--- config.mk ---
export PLATFORM = sky130hd
export DESIGN_NAME = string_alignment_distance
export DESIGN_NICKNAME = d
export VERILOG_FILES = /design/src/sv/sad_pkg.sv /design/src/sv/string_alignment_distance.sv /design/src/sv/sad_ram.sv /design/src/sv/sad_ctrl.sv /design/src/sv/sad_dp.sv
export SDC_FILE = /design/constraint.sdc
export NUM_CORES = 2
export LEC_CHECK = 0
export ABC_CLOCK_PERIOD_IN_PS = 17800
export BUFFER_PORTS_ARGS = -buffer_cell sky130_fd_sc_hd__buf_2
export CELL_PAD_IN_SITES_DETAIL_PLACEMENT = 0
export CELL_PAD_IN_SITES_GLOBAL_PLACEMENT = 1
export CORE_MARGIN = 2
export CORE_UTILIZATION = 40
export CTS_BUF_LIST = sky130_fd_sc_hd__clkbuf_8
export DETAILED_ROUTE_END_ITERATION = 16
export PLACE_DENSITY = 0.6
export SYNTH_ARGS = -nofsm -noshare
export SYNTH_HDL_FRONTEND = slang
export SYNTH_SLANG_ARGS = --single-unit
--- constraint.sdc ---
create_clock -name clock -period 17.8 [get_ports clock]
set_input_delay 2.67 -clock clock [delete_from_list [all_inputs] [get_ports clock]]
set_output_delay 2.67 -clock clock [all_outputs]
set_load 0.02 [all_outputs]
--- src/sv/sad_pkg.sv ---
package sad_pkg;

   localparam int DEF_MAX_SOURCE  = 32;
   localparam int DEF_MAX_TARGET  = 255;
   localparam int DEF_SYMBOL_BITS = 21;

   localparam int SYMBOL_FIELD_W = 21;
   localparam int CELL_W         = 8;

   localparam logic [1:0] KIND_CLEAR  = 2'd0;
   localparam logic [1:0] KIND_APPEND = 2'd1;
   localparam logic [1:0] KIND_TARGET = 2'd2;
   localparam logic [1:0] KIND_FINISH = 2'd3;

   localparam logic [1:0] STATUS_OK       = 2'd0;
   localparam logic [1:0] STATUS_BAD      = 2'd1;
   localparam logic [1:0] STATUS_TOO_LONG = 2'd2;

   typedef struct packed {
      logic [1:0]                kind;
      logic [SYMBOL_FIELD_W-1:0] symbol;
      logic                      bad_symbol;
   } req_type;

   typedef struct packed {
      logic [CELL_W-1:0] distance;
      logic [1:0]        status;
   } rsp_type;

   typedef struct packed {
      logic take;
      logic row_first;
      logic row_step;
      logic row_commit;
      logic fin_load;
   } cmd_type;

   typedef struct packed {
      logic row_needed;
      logic is_finish;
      logic len_zero;
      logic step_last;
      logic rsp_free;
   } sts_type;

   function automatic logic [CELL_W-1:0] sat_cell(input logic [31:0] v);
      logic [CELL_W-1:0] r;
      r = (v > 32'd255) ? 8'd255 : v[CELL_W-1:0];
      return r;
   endfunction

endpackage

--- src/sv/string_alignment_distance.sv ---
// Clear, source append and rejected target requests complete in the idle state.
// An accepted target symbol passes the row start state, then one matrix cell per cycle
// through the row memories, one for each source symbol.
// A finish reads, then loads a registered result; it waits while a result is pending.
// Reset is synchronous: source and target are empty, no result pending.
module string_alignment_distance
   import sad_pkg::*;
#(
   parameter int MAX_SOURCE  = DEF_MAX_SOURCE,
   parameter int MAX_TARGET  = DEF_MAX_TARGET,
   parameter int SYMBOL_BITS = DEF_SYMBOL_BITS
) (
   input  logic    clock,
   input  logic    reset,
   input  logic    req_valid,
   output logic    req_ready,
   input  req_type req_data,
   output logic    rsp_valid,
   input  logic    rsp_ready,
   output rsp_type rsp_data
);

   cmd_type cmd;
   sts_type sts;

   sad_ctrl u_ctrl (
      .clock     (clock),
      .reset     (reset),
      .req_valid (req_valid),
      .req_ready (req_ready),
      .sts       (sts),
      .cmd       (cmd)
   );

   sad_dp #(
      .MAX_SOURCE  (MAX_SOURCE),
      .MAX_TARGET  (MAX_TARGET),
      .SYMBOL_BITS (SYMBOL_BITS)
   ) u_dp (
      .clock     (clock),
      .reset     (reset),
      .req_data  (req_data),
      .cmd       (cmd),
      .sts       (sts),
      .rsp_valid (rsp_valid),
      .rsp_ready (rsp_ready),
      .rsp_data  (rsp_data)
   );

endmodule

--- src/sv/sad_ram.sv ---
module sad_ram #(
   parameter int WIDTH = 8,
   parameter int DEPTH = 33
) (
   input  logic                                 clock,
   input  logic                                 wr_en,
   input  logic [((DEPTH > 1) ? $clog2(DEPTH) : 1)-1:0] wr_addr,
   input  logic [WIDTH-1:0]                     wr_data,
   input  logic [((DEPTH > 1) ? $clog2(DEPTH) : 1)-1:0] rd_addr,
   output logic [WIDTH-1:0]                     rd_data
);

   logic [WIDTH-1:0] mem [DEPTH];
   logic [WIDTH-1:0] rd_data_ff;

   always_ff @(posedge clock) begin
      if (wr_en) begin
         mem[wr_addr] <= wr_data;
      end
      rd_data_ff <= mem[rd_addr];
   end

   assign rd_data = rd_data_ff;

endmodule

--- src/sv/sad_ctrl.sv ---
module sad_ctrl
   import sad_pkg::*;
(
   input  logic    clock,
   input  logic    reset,
   input  logic    req_valid,
   output logic    req_ready,
   input  sts_type sts,
   output cmd_type cmd
);

   localparam logic [2:0] S_IDLE      = 3'd0;
   localparam logic [2:0] S_ROW_START = 3'd1;
   localparam logic [2:0] S_ROW_RUN   = 3'd2;
   localparam logic [2:0] S_FIN_READ  = 3'd3;
   localparam logic [2:0] S_FIN_OUT   = 3'd4;

   logic [2:0] state_ff;
   logic [2:0] state_in;

   assign req_ready = (state_ff == S_IDLE);

   always_comb begin
      state_in = state_ff;
      cmd      = '0;
      case (state_ff)
         S_IDLE: begin
            if (req_valid) begin
               cmd.take = 1'b1;
               if (sts.row_needed) begin
                  state_in = S_ROW_START;
               end else if (sts.is_finish) begin
                  state_in = S_FIN_READ;
               end
            end
         end
         S_ROW_START: begin
            cmd.row_first = 1'b1;
            if (sts.len_zero) begin
               cmd.row_commit = 1'b1;
               state_in       = S_IDLE;
            end else begin
               state_in = S_ROW_RUN;
            end
         end
         S_ROW_RUN: begin
            cmd.row_step = 1'b1;
            if (sts.step_last) begin
               cmd.row_commit = 1'b1;
               state_in       = S_IDLE;
            end
         end
         S_FIN_READ: begin
            state_in = S_FIN_OUT;
         end
         S_FIN_OUT: begin
            if (sts.rsp_free) begin
               cmd.fin_load = 1'b1;
               state_in     = S_IDLE;
            end
         end
         default: begin
            state_in = S_IDLE;
         end
      endcase
   end

   always_ff @(posedge clock) begin
      if (reset) begin
         state_ff <= S_IDLE;
      end else begin
         state_ff <= state_in;
      end
   end

endmodule

--- src/sv/sad_dp.sv ---
module sad_dp
   import sad_pkg::*;
#(
   parameter int MAX_SOURCE  = DEF_MAX_SOURCE,
   parameter int MAX_TARGET  = DEF_MAX_TARGET,
   parameter int SYMBOL_BITS = DEF_SYMBOL_BITS
) (
   input  logic    clock,
   input  logic    reset,
   input  req_type req_data,
   input  cmd_type cmd,
   output sts_type sts,
   output logic    rsp_valid,
   input  logic    rsp_ready,
   output rsp_type rsp_data
);

   localparam int LEN_W  = $clog2(MAX_SOURCE + 1);
   localparam int ROW_D  = MAX_SOURCE + 1;
   localparam int SRC_AW = (MAX_SOURCE > 1) ? $clog2(MAX_SOURCE) : 1;
   localparam int TC_W   = $clog2(MAX_TARGET + 1);
   localparam int SYM_W  = (SYMBOL_BITS < SYMBOL_FIELD_W) ? SYMBOL_BITS : SYMBOL_FIELD_W;
   localparam int EXT_W  = CELL_W + 1;

   logic [LEN_W-1:0]  src_len_ff, src_len_in;
   logic              src_bad_ff, src_bad_in;
   logic              src_long_ff, src_long_in;
   logic [TC_W-1:0]   tc_ff, tc_in;
   logic              tgt_bad_ff, tgt_bad_in;
   logic              tgt_long_ff, tgt_long_in;
   logic [SYM_W-1:0]  prev_sym_ff, prev_sym_in;
   logic [SYM_W-1:0]  cur_sym_ff, cur_sym_in;
   logic [SYM_W-1:0]  src_prev_ff, src_prev_in;
   logic [LEN_W-1:0]  rd_idx_ff, rd_idx_in;
   logic [LEN_W-1:0]  cur_idx_ff, cur_idx_in;
   logic [CELL_W-1:0] last_prev_ff, last_prev_in;
   logic [CELL_W-1:0] fresh_prev_ff, fresh_prev_in;
   logic [1:0]        new_sel_ff, new_sel_in;
   logic [1:0]        last_sel_ff, last_sel_in;
   logic [1:0]        before_sel_ff, before_sel_in;
   logic              rsp_valid_ff, rsp_valid_in;
   rsp_type           rsp_data_ff, rsp_data_in;

   logic [SYM_W-1:0]  req_sym;
   logic              src_we;
   logic [SRC_AW-1:0] src_rd_addr;
   logic [SYM_W-1:0]  src_rd;
   logic [LEN_W-1:0]  last_addr;
   logic [LEN_W-1:0]  before_addr;
   logic [CELL_W-1:0] row_rd [3];
   logic [CELL_W-1:0] last_rd;
   logic [CELL_W-1:0] before_rd;
   logic [CELL_W-1:0] last_val;
   logic [CELL_W-1:0] before_val;
   logic [CELL_W-1:0] fresh0;
   logic [CELL_W-1:0] fresh;
   logic [EXT_W-1:0]  v_ins;
   logic [EXT_W-1:0]  v_del;
   logic [EXT_W-1:0]  v_sub;
   logic [EXT_W-1:0]  v_swp;
   logic [EXT_W-1:0]  v_min;
   logic [EXT_W-1:0]  v_fin;
   logic              swap_ok;
   logic              row_we;
   logic [LEN_W-1:0]  row_wr_addr;
   logic [CELL_W-1:0] row_wr_data;
   logic [LEN_W-1:0]  rd_idx_adv;
   logic              tc_zero;
   logic              tc_one;

   assign req_sym = req_data.symbol[SYM_W-1:0];
   assign tc_zero = (tc_ff == '0);
   assign tc_one  = (tc_ff == TC_W'(1));

   assign src_we      = cmd.take && (req_data.kind == KIND_APPEND) && !req_data.bad_symbol
                        && (32'(src_len_ff) < MAX_SOURCE);
   assign src_rd_addr = (rd_idx_ff != '0) ? SRC_AW'(rd_idx_ff - LEN_W'(1)) : '0;
   assign last_addr   = rd_idx_ff;
   assign before_addr = (rd_idx_ff > LEN_W'(1)) ? (rd_idx_ff - LEN_W'(2)) : '0;

   sad_ram #(
      .WIDTH (SYM_W),
      .DEPTH (MAX_SOURCE)
   ) u_src_ram (
      .clock   (clock),
      .wr_en   (src_we),
      .wr_addr (SRC_AW'(src_len_ff)),
      .wr_data (req_sym),
      .rd_addr (src_rd_addr),
      .rd_data (src_rd)
   );

   for (genvar b = 0; b < 3; b++) begin : g_row
      sad_ram #(
         .WIDTH (CELL_W),
         .DEPTH (ROW_D)
      ) u_row_ram (
         .clock   (clock),
         .wr_en   (row_we && (new_sel_ff == 2'(b))),
         .wr_addr (row_wr_addr),
         .wr_data (row_wr_data),
         .rd_addr ((last_sel_ff == 2'(b)) ? last_addr : before_addr),
         .rd_data (row_rd[b])
      );
   end

   always_comb begin
      case (last_sel_ff)
         2'd0:    last_rd = row_rd[0];
         2'd1:    last_rd = row_rd[1];
         default: last_rd = row_rd[2];
      endcase
      case (before_sel_ff)
         2'd0:    before_rd = row_rd[0];
         2'd1:    before_rd = row_rd[1];
         default: before_rd = row_rd[2];
      endcase
   end

   assign last_val   = tc_zero ? sat_cell(32'(cur_idx_ff)) : last_rd;
   assign before_val = tc_one ? sat_cell(32'(cur_idx_ff) - 32'd2) : before_rd;
   assign fresh0     = sat_cell(32'(tc_ff) + 32'd1);

   always_comb begin
      v_ins   = {1'b0, last_val} + EXT_W'(1);
      v_del   = {1'b0, fresh_prev_ff} + EXT_W'(1);
      v_sub   = {1'b0, last_prev_ff} + EXT_W'(src_rd != cur_sym_ff);
      v_swp   = {1'b0, before_val} + EXT_W'(1);
      v_min   = (v_ins < v_del) ? v_ins : v_del;
      v_min   = (v_sub < v_min) ? v_sub : v_min;
      swap_ok = (cur_idx_ff > LEN_W'(1)) && !tc_zero && (src_rd == prev_sym_ff)
                && (src_prev_ff == cur_sym_ff);
      v_fin   = (swap_ok && (v_swp < v_min)) ? v_swp : v_min;
      fresh   = (v_fin > EXT_W'(255)) ? 8'd255 : v_fin[CELL_W-1:0];
   end

   assign row_we      = cmd.row_first || cmd.row_step;
   assign row_wr_addr = cmd.row_step ? cur_idx_ff : '0;
   assign row_wr_data = cmd.row_step ? fresh : fresh0;
   assign rd_idx_adv  = (rd_idx_ff < src_len_ff) ? (rd_idx_ff + LEN_W'(1)) : rd_idx_ff;

   assign sts.row_needed = (req_data.kind == KIND_TARGET) && !req_data.bad_symbol
                           && (tc_ff < TC_W'(MAX_TARGET));
   assign sts.is_finish  = (req_data.kind == KIND_FINISH);
   assign sts.len_zero   = (src_len_ff == '0);
   assign sts.step_last  = (cur_idx_ff == src_len_ff);
   assign sts.rsp_free   = !rsp_valid_ff || rsp_ready;

   always_comb begin
      src_len_in    = src_len_ff;
      src_bad_in    = src_bad_ff;
      src_long_in   = src_long_ff;
      tc_in         = tc_ff;
      tgt_bad_in    = tgt_bad_ff;
      tgt_long_in   = tgt_long_ff;
      prev_sym_in   = prev_sym_ff;
      cur_sym_in    = cur_sym_ff;
      src_prev_in   = src_prev_ff;
      rd_idx_in     = rd_idx_ff;
      cur_idx_in    = cur_idx_ff;
      last_prev_in  = last_prev_ff;
      fresh_prev_in = fresh_prev_ff;
      new_sel_in    = new_sel_ff;
      last_sel_in   = last_sel_ff;
      before_sel_in = before_sel_ff;
      rsp_valid_in  = rsp_ready ? 1'b0 : rsp_valid_ff;
      rsp_data_in   = rsp_data_ff;

      if (cmd.take) begin
         case (req_data.kind)
            KIND_CLEAR: begin
               src_len_in  = '0;
               src_bad_in  = 1'b0;
               src_long_in = 1'b0;
               tc_in       = '0;
               tgt_bad_in  = 1'b0;
               tgt_long_in = 1'b0;
               prev_sym_in = '0;
            end
            KIND_APPEND: begin
               tc_in       = '0;
               tgt_bad_in  = 1'b0;
               tgt_long_in = 1'b0;
               prev_sym_in = '0;
               if (req_data.bad_symbol) begin
                  src_bad_in = 1'b1;
               end else if (32'(src_len_ff) >= MAX_SOURCE) begin
                  src_long_in = 1'b1;
               end else begin
                  src_len_in = src_len_ff + LEN_W'(1);
               end
            end
            KIND_TARGET: begin
               if (req_data.bad_symbol) begin
                  tgt_bad_in = 1'b1;
               end else if (tc_ff >= TC_W'(MAX_TARGET)) begin
                  tgt_long_in = 1'b1;
               end else begin
                  cur_sym_in = req_sym;
                  rd_idx_in  = LEN_W'(1);
               end
            end
            default: begin
               rd_idx_in = src_len_ff;
            end
         endcase
      end

      if (cmd.row_first) begin
         fresh_prev_in = fresh0;
         last_prev_in  = sat_cell(32'(tc_ff));
         cur_idx_in    = LEN_W'(1);
         rd_idx_in     = rd_idx_adv;
      end

      if (cmd.row_step) begin
         fresh_prev_in = fresh;
         last_prev_in  = last_val;
         src_prev_in   = src_rd;
         rd_idx_in     = rd_idx_adv;
         if (cur_idx_ff < src_len_ff) begin
            cur_idx_in = cur_idx_ff + LEN_W'(1);
         end
      end

      if (cmd.row_commit) begin
         tc_in         = tc_ff + TC_W'(1);
         prev_sym_in   = cur_sym_ff;
         last_sel_in   = new_sel_ff;
         before_sel_in = last_sel_ff;
         new_sel_in    = before_sel_ff;
      end

      if (cmd.fin_load) begin
         rsp_valid_in = 1'b1;
         if (src_bad_ff || tgt_bad_ff) begin
            rsp_data_in.status   = STATUS_BAD;
            rsp_data_in.distance = '0;
         end else if (src_long_ff || tgt_long_ff) begin
            rsp_data_in.status   = STATUS_TOO_LONG;
            rsp_data_in.distance = '0;
         end else begin
            rsp_data_in.status   = STATUS_OK;
            rsp_data_in.distance = tc_zero ? sat_cell(32'(src_len_ff)) : last_rd;
         end
         tc_in       = '0;
         tgt_bad_in  = 1'b0;
         tgt_long_in = 1'b0;
         prev_sym_in = '0;
      end
   end

   always_ff @(posedge clock) begin
      if (reset) begin
         src_len_ff    <= '0;
         src_bad_ff    <= 1'b0;
         src_long_ff   <= 1'b0;
         tc_ff         <= '0;
         tgt_bad_ff    <= 1'b0;
         tgt_long_ff   <= 1'b0;
         prev_sym_ff   <= '0;
         new_sel_ff    <= 2'd0;
         last_sel_ff   <= 2'd1;
         before_sel_ff <= 2'd2;
         rsp_valid_ff  <= 1'b0;
      end else begin
         src_len_ff    <= src_len_in;
         src_bad_ff    <= src_bad_in;
         src_long_ff   <= src_long_in;
         tc_ff         <= tc_in;
         tgt_bad_ff    <= tgt_bad_in;
         tgt_long_ff   <= tgt_long_in;
         prev_sym_ff   <= prev_sym_in;
         new_sel_ff    <= new_sel_in;
         last_sel_ff   <= last_sel_in;
         before_sel_ff <= before_sel_in;
         rsp_valid_ff  <= rsp_valid_in;
      end
   end

   always_ff @(posedge clock) begin
      cur_sym_ff    <= cur_sym_in;
      src_prev_ff   <= src_prev_in;
      rd_idx_ff     <= rd_idx_in;
      cur_idx_ff    <= cur_idx_in;
      last_prev_ff  <= last_prev_in;
      fresh_prev_ff <= fresh_prev_in;
      rsp_data_ff   <= rsp_data_in;
   end

   assign rsp_valid = rsp_valid_ff;
   assign rsp_data  = rsp_data_ff;

endmodule
After elaboration in Yosys (flattened, before gate mapping). Memory sizes are Yosys's and may differ from the RTL's. A register that Yosys moved wholly into a read port is not among the register bits. Index checks and enable logic that the tools add are counted.

Memories: 4. ROM bits: 0. Bits in latches: 0. Bits in writable memories: 1464. Register bits: 129.

Multipliers: 0. Reduce and logical (&&, ||, !) cells: 47. Eq/ne operators: 31. Shift operators: 0. Magnitude comparators: 14. Mux-type cells: 77. Add/subtract/negate cells: 12. Div/mod/pow operators: 0. Bitwise logic cells: 2.

Memory list: u_dp.u_src_ram.mem (words 32, width 21, rd ports 1, clocked after Yosys merged registers in 1, write ports 1, line sad_ram.sv:13) `logic [WIDTH-1:0] mem [DEPTH];`; u_dp.g_row[0].u_row_ram.mem (words 33, width 8, rd ports 1, clocked after Yosys merged registers in 1, write ports 1, line sad_ram.sv:13); u_dp.g_row[1].u_row_ram.mem (words 33, width 8, rd ports 1, clocked after Yosys merged registers in 1, write ports 1, line sad_ram.sv:13); u_dp.g_row[2].u_row_ram.mem (words 33, width 8, rd ports 1, clocked after Yosys merged registers in 1, write ports 1, line sad_ram.sv:13).

Operators with widths (count): 8-bit two-way mux (13); 6-bit two-way mux (17); 32-bit by 8-bit > comparator with 1-bit output, second input constant (2); 21-bit two-way mux (3); 21-bit == test (2); 8-bit by 1-bit adder with 9-bit output, second input constant (4); 8-bit case mux with 2 select lines (2); 9-bit less-than comparator (3); 9-bit two-way mux (3); 6-bit case mux with 2 select lines (2); 4-bit AND reduction (6); 1-bit two-way mux (23); 21-bit inequality test (1); 2-bit inequality test, second input constant (10); 6-bit by 1-bit adder with 6-bit output, second input constant (3); 3-bit two-way mux (5); 3-bit case mux with 5 select lines (1); 6-bit by 1-bit > comparator with 1-bit output, second input constant (2); 1-bit logical AND (12); 6-bit less-than comparator (2); 2-bit nonzero test (6); 1-bit case mux with 2 select lines (5); 8-bit by 1-bit adder with 9-bit output (1); 9-bit by 8-bit > comparator with 1-bit output, second input constant (1); other kinds (32) (54).

Logic depth before layout (Yosys ltp).
Word-level depth: 14. Mapped depth: 41. Depth with buffers taken out: 37.

By module. From an unflattened synthesis, not the netlist that was laid out.

Cell total of the unflattened synthesis: 4177. Area, all modules: 67457.2 um^2.

By module, submodules not included: sad_ram (u_dp.u_src_ram) (cells an instance 1481, area each 26751.9 um^2, times used 1); sad_ram (u_dp.g_row[1].u_row_ram ...) (cells an instance 594, area each 10721.5 um^2, times used 2); sad_ram (u_dp.g_row[0].u_row_ram) (cells an instance 596, area each 10729.0 um^2, times used 1); sad_dp (cells an instance 892, area each 8351.8 um^2, times used 1); sad_ctrl (cells an instance 20, area each 181.4 um^2, times used 1).

Worst setup path before layout. No wires, ideal clock.

Path type: flip-flop to flip-flop. From: register u_dp.tc_ff[0]. To: register u_dp.fresh_prev_ff[1], data pin. Path slack: 5.363 ns. Cell stages (with the launch flop): 40. Buffers on the path: 4. Arrival time: 11.402 ns. Cell sequence: dfxtp_1 > inv_1 > ha_1 > nor3b_1 > and2_4 > buf_2 > clkbuf_1 > a21o_1 > ha_1 > o21ai_1 > nor3_1 > xor2_1 > inv_1 > ha_1 > a21oi_1 > o21ai_0 > a21oi_1 > o21ai_2 > (+4 left out) > a21o_1 > a21oi_1 > nand2b_1 > o41a_1 > o31a_2 > buf_6 > nor2b_1 > nor2_1 > ha_1 > a21o_1 > a21o_1 > a21o_1 > a21oi_1 > nor2_1 > nand4bb_1 > nor3b_1 > nor4b_4 > a221oi_1.

Cells in the longest elaborated chain, start to end: 13.

RTL lines: start, declared (line sad_dp.sv:28) `logic [TC_W-1:0] tc_ff, tc_in;`; start signal, assigned (line sad_dp.sv:270) `tc_ff <= tc_in;`; 8-bit logical NOT (line sad_dp.sv:72) `assign tc_zero = (tc_ff == '0);`; 8-bit two-way mux (line sad_dp.sv:120) `assign last_val = tc_zero ? sat_cell(32'(cur_idx_ff)) : last_rd;`; 8-bit by 1-bit adder with 9-bit output (line sad_dp.sv:125) `v_ins = {1'b0, last_val} + EXT_W'(1);`; 9-bit less-than comparator (line sad_dp.sv:129) `v_min = (v_ins < v_del) ? v_ins : v_del;`; 9-bit two-way mux (line sad_dp.sv:129); 9-bit less-than comparator (line sad_dp.sv:130) `v_min = (v_sub < v_min) ? v_sub : v_min;`; 9-bit two-way mux (line sad_dp.sv:130); 9-bit less-than comparator (line sad_dp.sv:133) `v_fin = (swap_ok && (v_swp < v_min)) ? v_swp : v_min;`; 1-bit logical AND (line sad_dp.sv:133); 9-bit two-way mux (line sad_dp.sv:133); 9-bit by 8-bit > comparator with 1-bit output (line sad_dp.sv:134) `fresh = (v_fin > EXT_W'(255)) ? 8'd255 : v_fin[CELL_W-1:0];`; 8-bit two-way mux (line sad_dp.sv:134); 8-bit two-way mux * (line sad_dp.sv:216) `if (cmd.row_step) begin`; via u_dp.fresh_prev_in[1] (line sad_dp.sv:37) `logic [CELL_W-1:0] fresh_prev_ff, fresh_prev_in;`; end signal, assigned (line sad_dp.sv:287) `fresh_prev_ff <= fresh_prev_in;`; end, declared (line sad_dp.sv:37).

The timed path passes the listed nets; every way through them passes the cells marked *. The select of a mux whose other input is x is not followed. A chain may end at the register's enable or synchronous reset.

Worst setup path after layout.
From: register u_dp.last_sel_ff[0]. To: memory u_dp.g_row[0].u_row_ram.mem[24][0] (netlist: u_dp.g_row[0].u_row_ram.mem[6][0]), data pin.

Cells in the longest elaborated chain, start to end: 14.

RTL lines: start, declared (line sad_dp.sv:39) `logic [1:0] last_sel_ff, last_sel_in;`; start signal, assigned (line sad_dp.sv:275) `last_sel_ff <= last_sel_in;`; 2-bit by 1-bit == test with 1-bit output / 2-bit logical NOT (equally long branches) (line sad_dp.sv:108) `case (last_sel_ff)`; 8-bit case mux with 2 select lines * (line sad_dp.sv:108); 8-bit two-way mux * (line sad_dp.sv:120); 8-bit by 1-bit adder with 9-bit output * (line sad_dp.sv:125); 9-bit less-than comparator (line sad_dp.sv:129); 9-bit two-way mux * (line sad_dp.sv:129); 9-bit less-than comparator (line sad_dp.sv:130); 9-bit two-way mux * (line sad_dp.sv:130); 9-bit less-than comparator (line sad_dp.sv:133); 1-bit logical AND (line sad_dp.sv:133); 9-bit two-way mux * (line sad_dp.sv:133); 9-bit by 8-bit > comparator with 1-bit output (line sad_dp.sv:134); 8-bit two-way mux * (line sad_dp.sv:134); 8-bit two-way mux * (line sad_dp.sv:139) `assign row_wr_data = cmd.row_step ? fresh : fresh0;`; end, declared (line sad_ram.sv:13).

Every way passes the cells marked *; elsewhere a longest branch is shown, timed or not.

==> flow_metrics.py <==
metrics = {
    "power_and_ir_drop": {
        "worst_ir_drop_vdd_mv": 0.0919,
        "power_density_nw_per_um2": 120,
        "leakagePower_uw": 0.0249,
    },
    "synthesis": {
        "synthMuxAreaShare": 0.0131,
        "synthSimpleGateAreaFrac": 0.110,
        "seq_area_frac_synth": 0.704,
        "synth.avg_cell_area_um2": 13.3,
        "synth-compound-area-share": 0.126,
        "synth_fa_ha_area_frac": 0.0106,
        "synthArstFlopShare": 0,
        "ys_top_cells_by_area": "edfxtp_1 (67%), a211oi_1 (4.3%), nand2_1 (3.6%)",
        "synth_common_cells": "edfxtp_1 (1538), nand2_1 (654), a211oi_1 (394)",
        "synth_flop_cell": "edfxtp_1",
        "synthCells": 5127,
        "synth_edf_count": 1538,
        "synth_area_um2": 68400,
        "yosys.area.top_type": "edfxtp_1",
        "synth_top_area_share": 0.675,
        "synth_top_family_by_area": "compound AO/OA/AOI/OAI gates",
        "synth_seq_cells": 1638,
        "ys_warn_count": 0,
        "synth.most_common_cell": "edfxtp_1",
        "ys_types": 70,
        "synthXorXnorAreaFrac": 0.0125,
        "syn-num-nets": 5213,
    },
    "worst_setup_path": {
        "cp_common_cell": "a21o_1",
        "cp.arrival_ns": 11.07,
        "reg2reg_from": "u_dp.last_sel_ff[0]",
        "path_buf_inv": 2,
        "worst-setup-path-type": "reg -> reg",
        "critPathCaptureType": "flop",
        "reg2reg_to": "u_dp.g_row[0].u_row_ram.mem[6][0]",
        "cpLargestDelayFamily": "compound AO/OA/AOI/OAI gates",
        "worstRegToRegCells": 35,
        "cpPeakStageDelay_ns": 0.97,
        "startpoint_type": "flop",
        "cpMaxStageDelayCell": "nor3_2",
        "cp_max_fo": 84,
        "rrSetupSlack_ns": 7.36,
        "required_ns": 18.43,
    },
    "final_layout": {
        "area_growth_pct": 12.3,
        "num-fill-cells": 15400,
        "nets": 5314,
        "drive_gt1_frac": 0.125,
    },
    "place": {
        "gp_congestion": 0.797,
        "port-buffer-count": 39,
        "dp.final_hpwl_um": 107000,
    },
    "routing": {
        "drc": 0,
        "ant_nets": 0,
        "drt_iter0_drc": 3491,
        "vias_per_cell": 5.58,
        "drtPass1Iterations": 5,
        "wire_per_inst_um": 24.7,
        "finalWirelength_um": 189000,
        "vias": 42700,
    },
    "worst_hold_path": {
        "holdPathStages": 2,
        "hp-start": "u_dp.prev_sym_ff[18]",
        "worstHoldPathType": "reg -> reg",
        "holdPathEnd": "u_dp.prev_sym_ff[18]",
    },
    "timing": {
        "final.setup.tns_ns": 0,
        "tightestPinTransition_ns": 1.28,
        "fin_crit_ns": 10.44,
        "relSlewSlack": 0.142,
        "setup_viol": 0,
        "min_period_over_period": 0.586,
        "hold_slack_ns": 0.468,
        "hold_viol": 0,
        "finalMaxSlewViolations": 0,
        "clock_skew_ns": 0.0944,
        "fmax_mhz": 95.8,
        "rsz0062_at_grt": "false",
    },
    "floorplan": {
        "boundaryPins": 40,
        "die_area_um2": 174000,
        "die_w_um": 418,
        "start_util": 0.403,
        "fp-row-count": 151,
        "die_y_um": 418,
        "core-area_um2": 170000,
    },
    "clocking": {
        "clock_path_buffers": 4,
        "postCtsResizedCells": 0,
        "post_cts_buffers": 0,
        "root_buffer": "clkbuf_8",
        "h-tree-depth": 5,
        "cts_tree": "built",
        "ctsHoldBuffers": 0,
        "insertion_delay_ns": 1.03,
        "clkSinkCount": 1638,
        "cts_buffers": 298,
        "path_clk_slew_ns": 0.06,
    },
    "global_route": {
        "track_usage": 0.215,
        "grt_pass1_wl_um": 280000,
        "grt_overflow": 0,
        "grt_pass1_vias": 41900,
        "grt_antenna_before_repair": 8,
        "grt_start_max_net_pins": 191,
    },
    "run": {
        "maxCapViolCount": 0,
    },
    "outcome": {
        "status": "finished clean",
    },
}
## through the flow
step | setup WS, ns | power [uW] | cells | cell area (um^2) | utilization
after detailed placement | 7.35 | 6170 | 7146 | 71700 | 0.423
after global routing | 6.64 | 9640 | 7651 | 76800 | 0.453
final | 7.36 | 9220 | 7653 | 76800 | 0.453
after floorplan | 5.36 | 5540 | 5127 | 68400 | -
after CTS | 7.31 | 9330 | 7644 | 76800 | 0.453
after global placement | 7.40 | 6160 | 7146 | 71700 | 0.423
## tightest hold or removal path, stage by stage, from the launching register on
cell and delay [ns]:
dfxtp_1 0.31, nand3_1 0.06, a21oi_1 0.06
## state kept, by name, summed over array words and instances (netlist names), 2 cells and up
signal and count:
u_dp.g_row.u_row_ram.mem 792, u_dp.u_src_ram.mem 672, u_dp.g_row.u_row_ram.rd_data 24, u_dp.cur_sym_ff 21
u_dp.prev_sym_ff 21, u_dp.src_prev_ff 21, u_dp.u_src_ram.rd_data 21, u_dp.rsp_data 10
u_dp.fresh_prev_ff 8, u_dp.last_prev_ff 8, u_dp.tc_ff 8, u_dp.cur_idx_ff 6
u_dp.last_addr 6, u_dp.src_len_ff 6, u_ctrl.state_ff 3, u_dp.before_sel_ff 2
u_dp.last_sel_ff 2, u_dp.new_sel_ff 2
## worst max path at each step
stage | startpoint | endpoint | slack (ns) | cells after the start
after floorplan | u_dp.tc_ff[0] | u_dp.fresh_prev_ff[1] | 5.36 | 39
after global placement | u_dp.last_sel_ff[0] | u_dp.g_row[0].u_row_ram.mem[28][0] | 7.40 | 35
after detailed placement | u_dp.last_sel_ff[0] | u_dp.g_row[0].u_row_ram.mem[28][0] | 7.35 | 35
after CTS | u_dp.last_sel_ff[0] | u_dp.g_row[0].u_row_ram.mem[10][0] | 7.31 | 35
after global routing | u_dp.last_sel_ff[0] | u_dp.g_row[0].u_row_ram.mem[12][0] | 6.64 | 35
final | u_dp.last_sel_ff[0] | u_dp.g_row[0].u_row_ram.mem[6][0] | 7.36 | 35
## report_power, final
| part | switching [uW] | internal [uW] |
|---|---|---|
| Sequential | 64.2 | 4330 |
| Clock | 1510 | 1630 |
| Combinational | 1150 | 524 |
| Total | 2730 | 6490 |
## layout by cell type, fill, tap and decap left out, drive strengths merged, types with 9 or more instances in the layout
cell / count
a211oi: 394
a21o: 32
a21oi: 206
a221oi: 9
a311oi: 117
a31oi: 166
and2: 283
and3: 14
buf: 188
clkbuf: 312
clkinv: 75
dfxtp: 100
diode: 9
edfxtp: 1538
ha: 58
inv: 146
mux2: 13
mux2i: 26
mux4: 21
nand2: 655
nand3: 65
nand3b: 9
nand4: 17
nor2: 172
nor3: 109
nor4: 13
o211ai: 107
o21ai: 234
or2: 9
or3: 173
xnor2: 42
xor2: 56
## kinds of logic after synthesis
family,Yosys count
AOI/OAI and AO/OA,1293
muxes,60
DFF,1638
buffers and inverters,432
and+or+nand+nor,1548
xor gates and xnor gates,98
adders and majority gates,58
## metal layers
metal	GRT usage	vias up	share of wire
li1	-	19900	-
met1	0.287	21500	0.44
met2	0.356	1018	0.49
met3	0.0368	340	0.044
met4	0.0662	4	0.027
met5	0	-	0.00014
## area by class of cell
cell class	instances	area (um^2)	area share
flip-flops and latches	1638	48200	0.627
diodes	9	22.5	0.000293
inverters	45	174	0.00226
multi-input cells	3057	19200	0.250
clock inverters	186	811	0.0106
repair buffers	188	1350	0.0176
well taps	2218	2780	0.0361
clock buffers	312	4290	0.0559
Power figures use the tool's default switching activity.
